==> src/rtl/isi_pkg.sv <==
package isi_pkg;

   localparam int DATA_W = 32;
   localparam int POS_W  = 10;
   localparam int LEN_W  = 9;

   // request kinds
   localparam logic [2:0] KIND_READ       = 3'd0;
   localparam logic [2:0] KIND_INS_FRONT  = 3'd1;
   localparam logic [2:0] KIND_APPEND     = 3'd2;
   localparam logic [2:0] KIND_INS_BEFORE = 3'd3;
   localparam logic [2:0] KIND_DELETE     = 3'd4;

   // result status codes
   localparam logic [1:0] STATUS_DONE  = 2'd0;
   localparam logic [1:0] STATUS_RANGE = 2'd1;
   localparam logic [1:0] STATUS_FULL  = 2'd2;

   typedef struct packed {
      logic [2:0]              kind;
      logic [POS_W-1:0]        position;
      logic signed [DATA_W-1:0] item_value;
   } req_type;

   typedef struct packed {
      logic signed [DATA_W-1:0] read_value;
      logic                     hit;
      logic [1:0]               status;
      logic [LEN_W-1:0]         length;
   } rsp_type;

   // operation broadcast to every cell
   typedef enum logic [1:0] {
      CELL_HOLD,
      CELL_READ,
      CELL_INSERT,
      CELL_DELETE
   } cell_op_type;

   typedef struct packed {
      cell_op_type              op;
      logic [POS_W-1:0]         position;
      logic signed [DATA_W-1:0] item_value;
   } cell_cmd_type;

endpackage

==> src/rtl/isi_cell.sv <==
module isi_cell #(
   parameter int INDEX = 0
) (
   input  logic                              clock,
   input  isi_pkg::cell_cmd_type             cmd,
   input  logic signed [isi_pkg::DATA_W-1:0] left_value,
   input  logic signed [isi_pkg::DATA_W-1:0] right_value,
   output logic signed [isi_pkg::DATA_W-1:0] value,
   output logic signed [isi_pkg::DATA_W-1:0] tap
);
   import isi_pkg::*;

   localparam logic [POS_W-1:0] IDX = POS_W'(INDEX);

   logic signed [DATA_W-1:0] value_ff;
   logic signed [DATA_W-1:0] value_in;
   logic signed [DATA_W-1:0] tap_ff;
   logic signed [DATA_W-1:0] tap_in;
   logic                     here;
   logic                     beyond;

   // position decode for this cell
   assign here   = (IDX == cmd.position);
   assign beyond = (IDX > cmd.position);

   // shift from a neighbor, take the new value, hold, or tap the value for a read
   always_comb begin
      value_in = value_ff;
      tap_in   = '0;
      unique case (cmd.op)
         CELL_INSERT: begin
            if (beyond) begin
               value_in = left_value;
            end else if (here) begin
               value_in = cmd.item_value;
            end
         end
         CELL_DELETE: begin
            if (here || beyond) begin
               value_in = right_value;
            end
         end
         CELL_READ: begin
            if (here) begin
               tap_in = value_ff;
            end
         end
         default: begin
            value_in = value_ff;
         end
      endcase
   end

   always_ff @(posedge clock) begin
      value_ff <= value_in;
      tap_ff   <= tap_in;
   end

   assign value = value_ff;
   assign tap   = tap_ff;

endmodule

==> config.mk <==
export PLATFORM = sky130hd
export DESIGN_NAME = isi_cell
export DESIGN_NICKNAME = d
export VERILOG_FILES = /design/src/rtl/isi_pkg.sv /design/src/rtl/isi_cell.sv
export SDC_FILE = /design/constraint.sdc
export NUM_CORES = 1
export LEC_CHECK = 0
export BUFFER_PORTS_ARGS = -buffer_cell sky130_fd_sc_hd__buf_2
export CAP_MARGIN = 20
export CORE_AREA = 2 2 90 75
export CTS_CLUSTER_SIZE = 24
export DETAILED_ROUTE_END_ITERATION = 12
export DIE_AREA = 0 0 92 77
export HOLD_SLACK_MARGIN = 0.15
export MAX_ROUTING_LAYER = met4
export PLACE_DENSITY = 0.91
export SLEW_MARGIN = 10
export SYNTH_ARGS = -nofsm -noshare
export SYNTH_HDL_FRONTEND = slang
export SYNTH_SLANG_ARGS = --single-unit
==> constraint.sdc <==
create_clock -name clock -period 5.8 [get_ports clock]
set_input_delay 0.58 -clock clock [delete_from_list [all_inputs] [get_ports clock]]
set_output_delay 0.58 -clock clock [all_outputs]
set_load 0.03 [all_outputs]
**After elaboration in Yosys (flattened, before gate mapping)**

Cells that the tools add are included.
Widths: inputs -> output; s select.

- Eq/ne operators: 5
- Reduce and logical (&&, ||, !) cells: 5
- Magnitude comparators: 1
- Muxes and demuxes: 4

Operators by type and width:

| operator | number |
|---|---|
| $mux 32 | 3 |
| $pmux 32 s2 | 1 |
| $gt 1x10->1 const A | 1 |
| $logic_not 10->1 | 1 |
| $eq 2x2->1 const B | 2 |
| $ne 3x3->1 const B | 1 |
| $reduce_and 3->1 | 1 |
| $eq 2x1->1 const B | 1 |
| $ne 2x2->1 const B | 1 |
| $reduce_and 2->1 | 1 |
| $reduce_bool 2->1 | 1 |
| $logic_or 1x1->1 | 1 |

- Flip-flop bits (word level): 64
- Output and inout bits: 64

**Depth between registers and ports, before layout**

Gate-level depths: netlist (run 1).

- Depth in word-level cells: 4
- Depth in mapped cells: 4
- Mapped depth without buffers: 2

**Worst setup path after synthesis (run 1)**

Ideal clock, no wire load.

- Kind: input -> register
- Start point: in cmd[35] (netlist bit)
- End point: reg value_ff[0], in the netlist value[0] (enable)
- Slack: 2.137 ns
- Arrival: 3.222 ns
- Cell stages on the path: 4
- Cell sequence: or4_4 buf_6 buf_6 nor4_2

- Longest elaborated chain between the ends: 4
- Elaborated cells on any way between the ends: 6
- Those cells by class: 1 x order compare; 2 x eq/ne; 3 x reduce/logical

Ends and longest elaborated chain:

| item | RTL line | source |
|---|---|---|
| start: declaration | isi_cell.sv:5 | `input isi_pkg::cell_cmd_type cmd,` |
| $gt 1x10->1 or $logic_not 10->1 (tied branches) | isi_cell.sv:24, isi_cell.sv:23 |  |
| $logic_or 1x1->1 | isi_cell.sv:39 | `if (here \|\| beyond) begin` |
| $ne 2x2->1 (no line) | n/a |  |
| $reduce_and 3->1 (no line) * | n/a |  |
| end signal: assignment | isi_cell.sv:55 | `value_ff <= value_in;` |
| end: declaration | isi_cell.sv:15 | `logic signed [DATA_W-1:0] value_ff;` |

Every way passes the cells marked *; elsewhere a longest branch is shown, timed or not.
A chain may end at the register's enable or synchronous reset.

**Worst setup path after layout (run 1)**

- Start point: in cmd[39] (netlist bit)
- End point: reg value_ff[22], in the netlist value[22] (enable)

Same word-level chain as after synthesis.

==> run metrics, run 1 <==
status complete, no violations; RSZ-0062 raised after global routing no; Worst-Skew Late Latency 0.33 ns; Post-Synth XOR/XNOR Area 0%; number of diodes 0; Initial Util 44.8%; post-DR wirelength/cell 15.7 um; Final Skew 0.00550 ns; simple-gate share of the synthesized area 23.9%; largest cells by area after synthesis edfxtp_1 (35%), dfxtp_1 (23%), nor4_2 (14%); largest stage delay on the critical path 0.66 ns; Buffers on Ports 140; placed cells 394; Syn Nets 297; first-pass GRT wire length 10100 um; Mapped Cells 188; total CTS buffers 9; final wirelength 6430 um; Std-Cell Rows 26; PwrDens 246 nW/um^2; Post-Layout Cell Count 410; Netlist Area Pre-Place 2770 um^2; Die W 92 um; fraction of registers with async set or reset after synthesis 0%; CTS Sinks 64; depth of the CTS H-tree 3; Final Core Density 59.2%; largest family of logic cells by synthesized area simple AND/OR/NAND/NOR gates; CTS Buffer Depth 2; via/cell ratio 5.06; post-synth top area share 34.7%; Slew HR 58.1%; number of global-route vias before repair 2085; placed cell areas 3470 um^2; Final GP Congestion 0.810; Setup TNS 0 ns; Worst Setup End Kind flip-flop; DR iter-0 viols 57; final setup vio count 0; cell area after layout 3660 um^2; peak supply drop 0.156 mV; area grow syn2layout 32.2%; Core ar. 6180 um^2; WHS 0.545 ns; kind of critical path in2reg; initial antenna violation count 0; NumNets Final 430; I/O pin cnt 173; Final Max Tran Viols 0; Clock Pin Slew Worst Setup and Hold Paths 0.07 ns; Slowest cell on crit path or4_2; pre-CTS setup slack 3.02 ns; Critical Path AT 2.39 ns; Seq. cell area 1600 um^2; CP Launch Type input pin; Top FF cell, synth edfxtp_1; synth unique cells 15; post-CTS setup buffers 0; total track usage 19.4%; biggest area consumer among synthesized cells edfxtp_1; Synth Area in Adders 0%; hold_buf cts 0; complex-gate fraction of the synthesized area 0%; DR DRC count 0; Syn Area/Cell 14.7 um^2; CP Data Required Time 5.79 ns; Final Hold Vio Count 0; Tcrit/Tclk final 41.5%; via count 2075; post-synthesis mux area share 13.0%; Ys Warns 0; sequential fraction of the synthesis area 57.8%; largest net degree at the start of global routing 35; share of layout cells above drive strength 1 68.4%; EDFF count, synth 32; Die ar. 7080 um^2; FILL cells 522; multi-input logic area 1030 um^2; GRT overflow 0; Worst Tran Pin Value 0.628 ns; Fmax 415 MHz; Die Height 77 um; synthesized flop and latch total 64; top cells by count, synth dfxtp_1 (32), edfxtp_1 (32), mux2_2 (32), nand3b_1 (32), nor4_2 (30); Final ANT Viol Nets 0; crit path cell chain buf_2 > or4_2 > buf_4 > nor4_4 > buf_4; slack of the critical path 3.39 ns; Final HPWL DP 4520 um; Clock Tree Root clkbuf_8; CTS tree yes; most numerous cell on the critical path buf_4; hold crit path type in2reg; leakage power 1.47 nW; Power, Total 0.901 mW; post-CTS resize count 0; max cap viols 0; Crit Path Max Fanout 33; TritonRoute pass-1 iters 4; clock period minus worst slack 2.41 ns
-- state kept, by name, indices dropped and copies added, names as in the netlist --
signal  count
tap        32
value      32
-- layout make-up --
class | count | share of cell area, %
Sequential cell | 64 | 43.8
Timing Repair Buffer | 144 | 20.0
Multi-Input combinational cell | 101 | 28.2
Inverter | 1 | 0.103
Clock inverter | 3 | 0.410
Clock buffer | 13 | 4.65
Tap cell | 84 | 2.87
-- worst max-delay path, delay by kind of cell --
family	cells	cell delay [ns]
buffers and inverters	3	0.84
and+or+nand+nor	2	0.96
-- path summary, 6_finish.rpt --
path / startpoint / endpoint / slack, ns / depth (start not counted)
min: cmd[3] / value[3] / 0.54 / 2
max: cmd[39] / value[22] / 3.39 / 5
max reg2reg: value[26] / tap[26] / 5.06 / 2
min reg2reg: value[20] / tap[20] / 0.56 / 2
-- where the power goes --
| part | switching (mW) | total [mW] | internal (mW) |
|---|---|---|---|
| combinational | 0.0364 | 0.0770 | 0.0406 |
| clock | 0.157 | 0.348 | 0.191 |
| sequential | 0.0000841 | 0.476 | 0.476 |
| total | 0.193 | 0.901 | 0.707 |
-- metal layers --
| metal | track usage [%] | wire length [um] | vias to the layer above | part of all wire [%] |
|---|---|---|---|---|
| met5 | - | 0 | - | 0 |
| met4 | 7.31 | 108 | 0 | 1.7 |
| met3 | 5.99 | 373 | 12 | 5.8 |
| met2 | 32.8 | 3420 | 81 | 53 |
| met1 | 21.6 | 2530 | 1001 | 39 |
| li1 | - | - | 981 | - |
-- logic make-up (layout without fill, tap and decap cells) --
kind of cell / Yosys count / in the layout
simple gates: 69 / 69
flops: 64 / 64
mux: 32 / 32
buf+inv: 23 / 161
-- cell usage in the layout, fill, tap and decap left out --
cell,Yosys,routed
buf_2,4,140
mux2_2,32,32
nand3b_1,32,32
dfxtp_1,32,32
edfxtp_1,32,32
nor4_2,30,29
clkbuf_8,0,10
buf_4,0,4
nor4_1,3,3
clkinv_2,0,3
clkbuf_1,9,2
nand2_1,1,1
inv_1,1,1
or2_2,1,1
or4_4,1,1
or4_2,0,1
nor4_4,0,1
clkbuf_16,0,1
Note: power is estimated with default switching activity, not from simulation.
==> run 2: changes to the inputs <==
CORE_AREA = 2 2 99 82   (was 2 2 90 75)
DIE_AREA = 0 0 101 84   (was 0 0 92 77)
PLACE_DENSITY = 0.81   (was 0.91)
clock period = 2 ns   (was 5.8 ns; I/O delays follow)
==> run metrics, run 2 (synthesis results as in run 1) <==
R2R Setup Slk 1.26 ns (-3.80 ns); final wirelength 6940 um (+8.0%); NumNets Final 446 (+3.7%); Combinational Power Share 9.4% (+0.8 points); Final ANT Viol Nets 0 (unchanged); crit path cell chain buf_2 > nand2_1 > buf_4 > mux2_2 > dlygate4sd3_1; initial antenna violation count 0 (unchanged); leakage power 1.54 nW (+5.0%); Critical Path AT 1.70 ns (-0.69 ns); Final HPWL DP 4860 um (+7.4%); Sw Share 21.5% (+0.074 points); slack of the critical path 0.380 ns (-3.01 ns); Worst Tran Pin Value 0.523 ns (-0.106 ns); crit path from cmd[43]; switching power 0.579 mW (+200%); Slew HR 65.2% (+7.0 points); Buffers on Ports 140 (unchanged); GRT overflow 0 (unchanged); pre-CTS setup slack 0.143 ns (-2.88 ns); CP Launch Type input pin; RSZ-0062 raised after global routing no; Final Skew 0.00676 ns (+0.00126 ns); Final Max Tran Viols 0 (unchanged); DR DRC count 0 (unchanged); crit path buf inv count 3 (unchanged); Final Hold Vio Count 0 (unchanged); first-pass GRT wire length 10800 um (+7.2%); reg2reg start value[23]; Tcrit/Tclk final 81.0%; kind of critical path in2reg; peak supply drop 0.299 mV (+92%); sequential power share 51.3% (-1.6 points); Setup TNS 0 ns (unchanged); largest stage delay on the critical path 0.57 ns (-0.09 ns); Std-Cell Rows 29 (+12%); Die W 101 um (+9.8%); CP Data Required Time 2.08 ns (-3.71 ns); Die ar. 8480 um^2 (+20%); share of layout cells above drive strength 1 66.7% (-1.7 points); start point of the worst hold path cmd[3]; depth of the CTS H-tree 3 (unchanged); TritonRoute pass-1 iters 4 (unchanged); Clock Power Share 39.3% (+0.7 points); post-DR wirelength/cell 16.0 um (+1.8%); placed cell areas 3520 um^2 (+1.4%); largest net degree at the start of global routing 33 (-5.7%); most frequent cells in the layout buf_2 (140), mux2_2 (32), nand3b_1 (32), dfxtp_1 (32), edfxtp_1 (32); I/O pin cnt 173 (unchanged); clock period minus worst slack 1.62 ns; via/cell ratio 4.89 (-3.4%); Hold Path Depth 2 (unchanged); Worst Hold End value[3]; final setup vio count 0 (unchanged); placed cells 408 (+3.6%); max cap viols 0 (unchanged); Final GP Congestion 0.751 (-7.2%); total track usage 17.3% (-2.1 points); Initial Util 36.3% (-8.5 points); r2r endpoint tap[23]; PwrDens 703 nW/um^2 (+190%); Internal Pwr Total 2.11 mW (+200%); Fmax 617 MHz; Worst-Skew Late Latency 0.33 ns (about the same); Clock Pin Slew Worst Setup and Hold Paths 0.07 ns (about the same); status complete, no violations; FF-to-FF path depth 2 (unchanged); post-CTS resize count 0 (unchanged); Crit Path Max Fanout 21 (-36%); total CTS buffers 9 (unchanged); most common cell after layout, fill and taps aside buf_2; WHS 0.176 ns (-0.369 ns); number of diodes 0 (unchanged); Core ar. 7620 um^2 (+23%); Slowest cell on crit path dlygate4sd3_1; CTS Buffer Depth 2 (unchanged); via count 2126 (+2.5%); Final Core Density 50.2% (-9.0 points); Post-Layout Cell Count 435 (+6.1%); number of global-route vias before repair 2214 (+6.2%); CTS Sinks 64 (unchanged); Die Height 84 um (+9.1%); Top delay family on crit path buffers and inverters; CTS tree yes; area grow syn2layout 38.3%; Clock Tree Root clkbuf_8; cell area after layout 3830 um^2 (+4.6%); Worst Setup End Kind flip-flop; DR iter-0 viols 74 (+30%); Power, Total 2.69 mW (+200%); hold crit path type in2reg
[run 2: changes by cell type in the layout (fill, tap and decap cells not counted)]
| cell | before | now |
|---|---|---|
| buf_4 | 4 | 9 |
| clkbuf_8 | 10 | 11 |
| clkinv_2 | 3 | 1 |
| dlygate4sd3_1 | 0 | 11 |
| inv_4 | 0 | 1 |
[run 2: layout make-up]
type,instances,area (um^2)
well taps,93,116
inverters,1,3.75
clock inverters,2,11.3
repair buffers,160,878
fillers,680,3790
flip-flops and latches,64,1600
multi-input cells,101,1030
clock buffers,14,184
[run 2: worst max path at each step]
stage / to / slack, ns / cells past startpoint
floorplan: value[0] / -0.53 / 4
global placement: value[23] / 0.17 / 4
detailed placement: value[29] / 0.14 / 4
CTS: value[2] / 0.44 / 5
global route: value[4] / 0.33 / 5
finish: value[4] / 0.38 / 5
[run 2: power groups by stage]
stage,Sequential (mW),Clock (mW),Combinational (mW)
3_3_place_gp,1.41,0,0.221
3_5_place_dp,1.41,0,0.231
4_1_cts,1.38,1.09,0.251
5_1_grt,1.38,1.16,0.276
2_1_floorplan,1.41,0,0.138
6_report,1.38,1.06,0.253
[run 2: repair_timing]
| action | in CTS | in global routing |
|---|---|---|
| buffers inserted | 0 | 0 |
| hold buffers | 11 | 0 |
| hold endpoints to repair | 7 | 0 |
[run 2: metal layers]
layer  part of all wire (%)  global-route usage [%]  up-vias
li1                       -                       -     1015
met1                     41                    20.0     1025
met2                     53                    29.0       79
met3                    5.6                    4.94        7
met4                   0.79                    5.53        0
met5                      0                       -        -
==> run 3: changes to the inputs <==
ABC_AREA = 1   (was unset)
CORE_AREA = 2 2 90 75   (was 2 2 99 82)
DIE_AREA = 0 0 92 77   (was 0 0 101 84)
PLACE_DENSITY = 0.84   (was 0.81)
clock period = 1.6 ns   (was 2 ns; I/O delays follow)
==> run metrics, run 3 <==
Final Hold Vio Count 0 (unchanged); max cap viols 0 (unchanged); number of diodes 0 (unchanged); Syn Area/Cell 13.5 um^2 (-8.4%); Slew HR 84.2% (+19 points); leakage power 1.94 nW (+26%); simple-gate share of the synthesized area 11.6% (-12 points); Final Max Tran Viols 0 (unchanged); Clock Tree Root clkbuf_8; FILL cells 469 (-31%); CTS Buffer Depth 2 (unchanged); Worst Setup End Kind flip-flop; area grow syn2layout 68.5%; CP Launch Type input pin; TritonRoute pass-1 iters 4 (unchanged); Crit Path Max Fanout 1 (-95%); Buffers on Ports 140 (unchanged); crit path from right_value[26]; FF-to-FF path depth 2 (unchanged); GRT overflow 0 (unchanged); Post-Synth XOR/XNOR Area 0% (unchanged); largest stage delay on the critical path 0.56 ns (about the same); Top FF cell, synth edfxtp_1; Mapped Cells 179 (-4.8%); post-DR wirelength/cell 12.7 um (-20%); r2r endpoint tap[3]; synth unique cells 14 (-1); WHS 0.189 ns (+0.0132 ns); most common cell after layout, fill and taps aside buf_2; PwrDens 832 nW/um^2 (+18%); total track usage 18.5% (+1.2 points); hold crit path type in2reg; DR DRC count 0 (unchanged); Setup TNS 0 ns (unchanged); Final HPWL DP 3570 um (-27%); Synth Area in Adders 0% (unchanged); Die Height 77 um (-8.3%); hold_buf cts 65 (+54); I/O pin cnt 173 (unchanged); via count 1981 (-6.8%); Std-Cell Rows 26 (-10%); CTS tree yes; via/cell ratio 4.12 (-16%); Netlist Area Pre-Place 2410 um^2 (-13%); status complete, no violations; Clock Pin Slew Worst Setup and Hold Paths 0.07 ns (about the same); clock period minus worst slack 1.58 ns; biggest area consumer among synthesized cells edfxtp_1; NumNets Final 501 (+12%); fraction of registers with async set or reset after synthesis 0% (unchanged); peak supply drop 0.608 mV (+100%); critical path endpoint value[26]; Initial Util 39.1% (+2.7 points); Worst-Skew Late Latency 0.33 ns (about the same); Final ANT Viol Nets 0 (unchanged); Slowest cell on crit path dlygate4sd3_1; share of layout cells above drive strength 1 56.2% (-10 points); Tcrit/Tclk final 98.7%; final setup vio count 0 (unchanged); most frequent cells in the layout buf_2 (140), dlygate4sd3_1 (65), inv_1 (33); R2R Setup Slk 0.95 ns (-0.31 ns); Final GP Congestion 0.691 (-8.0%); synthesized flop and latch total 64 (unchanged); most numerous cell on the critical path dlygate4sd3_1; top-count cell post-synth inv_1; final wirelength 6120 um (-12%); reg2reg start value[3]; Fmax 633 MHz; post-synth top area share 39.8% (+5.1 points); largest family of logic cells by synthesized area multiplexers; CTS Sinks 64 (unchanged); depth of the CTS H-tree 3 (unchanged); number of global-route vias before repair 2082 (-6.0%); Core ar. 6180 um^2 (-19%); first-pass GRT wire length 9820 um (-9.5%); kind of critical path in2reg; CP Data Required Time 1.68 ns (-0.40 ns); Critical Path AT 1.66 ns (-0.04 ns); total CTS buffers 9 (unchanged); DR iter-0 viols 48 (-35%); Worst Tran Pin Value 0.236 ns (-0.286 ns); Die W 92 um (-8.9%); complex-gate fraction of the synthesized area 0% (unchanged); EDFF count, synth 32 (unchanged); post-synthesis mux area share 14.9% (+1.9 points); post-CTS setup buffers 0 (unchanged); Final Skew 0.00569 ns (-0.00107 ns); initial antenna violation count 0 (unchanged); post-CTS resize count 0 (unchanged); sequential fraction of the synthesis area 66.3% (+8.5 points); Ys Warns 0 (unchanged); RSZ-0062 raised after global routing no; largest net degree at the start of global routing 33 (unchanged); crit path cell chain dlygate4sd3_1 > buf_2 > mux2_2 > dlygate4sd3_1; Syn Nets 288 (-3.0%); Die ar. 7080 um^2 (-17%); largest cells by area after synthesis edfxtp_1 (40%), dfxtp_1 (27%), mux2_2 (15%); top cells by count, synth inv_1 (33), dfxtp_1 (32), edfxtp_1 (32), mux2_2 (32), nor2_2 (28)
## run 3: final cells by class
| class | instances | area (um^2) | share of cell area [%] |
|---|---|---|---|
| Multi-Input combinational cell | 76 | 641 | 15.7 |
| Clock buffer | 10 | 128 | 3.14 |
| Sequential cell | 64 | 1600 | 39.3 |
| Inverter | 33 | 124 | 3.04 |
| Tap cell | 84 | 105 | 2.58 |
| Timing Repair Buffer | 208 | 1410 | 34.7 |
| Clock inverter | 6 | 60.1 | 1.48 |
## run 3: worst min path at each step
| stage | cells past startpoint | end | startpoint | slack (ns) |
|---|---|---|---|---|
| after global placement | 2 | value[29] | right_value[29] | 0.46 |
| after detailed placement | 2 | value[11] | cmd[11] | 0.46 |
| after global routing | 6 | tap[31] | cmd[37] | 0.20 |
| after CTS | 6 | tap[31] | cmd[34] | 0.18 |
| after floorplan | 1 | value[0] | right_value[0] | 0.38 |
| final | 6 | tap[31] | cmd[34] | 0.19 |
## run 3: cells by family after synthesis
logic type	count (synthesis)
buffers and inverters	39
and+or+nand+nor	44
DFF	64
muxes	32
## run 3: critical path: cells and delay by family
family	cells	cell delay, ns
mux	1	0.26
buf+inv	3	1.24
## run 3: where the power goes
group          switching [mW]  internal (mW)  leakage, nW
Clock                   0.596          0.711       0.0920
Sequential           0.000258           1.72        0.545
Combinational          0.0966          0.258         1.30
## run 3: metrics by stage
step           area (um^2)  util [%]  instances  setup slack [ns]  power (mW)
2_1_floorplan         2410         -        179             0.138        1.85
3_3_place_gp          3230      52.3        400             0.159        1.95
3_5_place_dp          3230      52.3        400             0.141        1.96
4_1_cts               4070      65.9        481            0.0796        3.42
5_1_grt               4070      65.9        481            0.0145        3.54
6_report              4070      65.9        481            0.0201        3.39
## run 3: metal layers
layer	up-vias	global-route usage [%]	part of all wire [%]
met5	-	-	0
met3	10	7.07	8.1
li1	995	-	-
met2	99	32.9	51
met1	877	19.2	40
met4	0	5.07	1.3
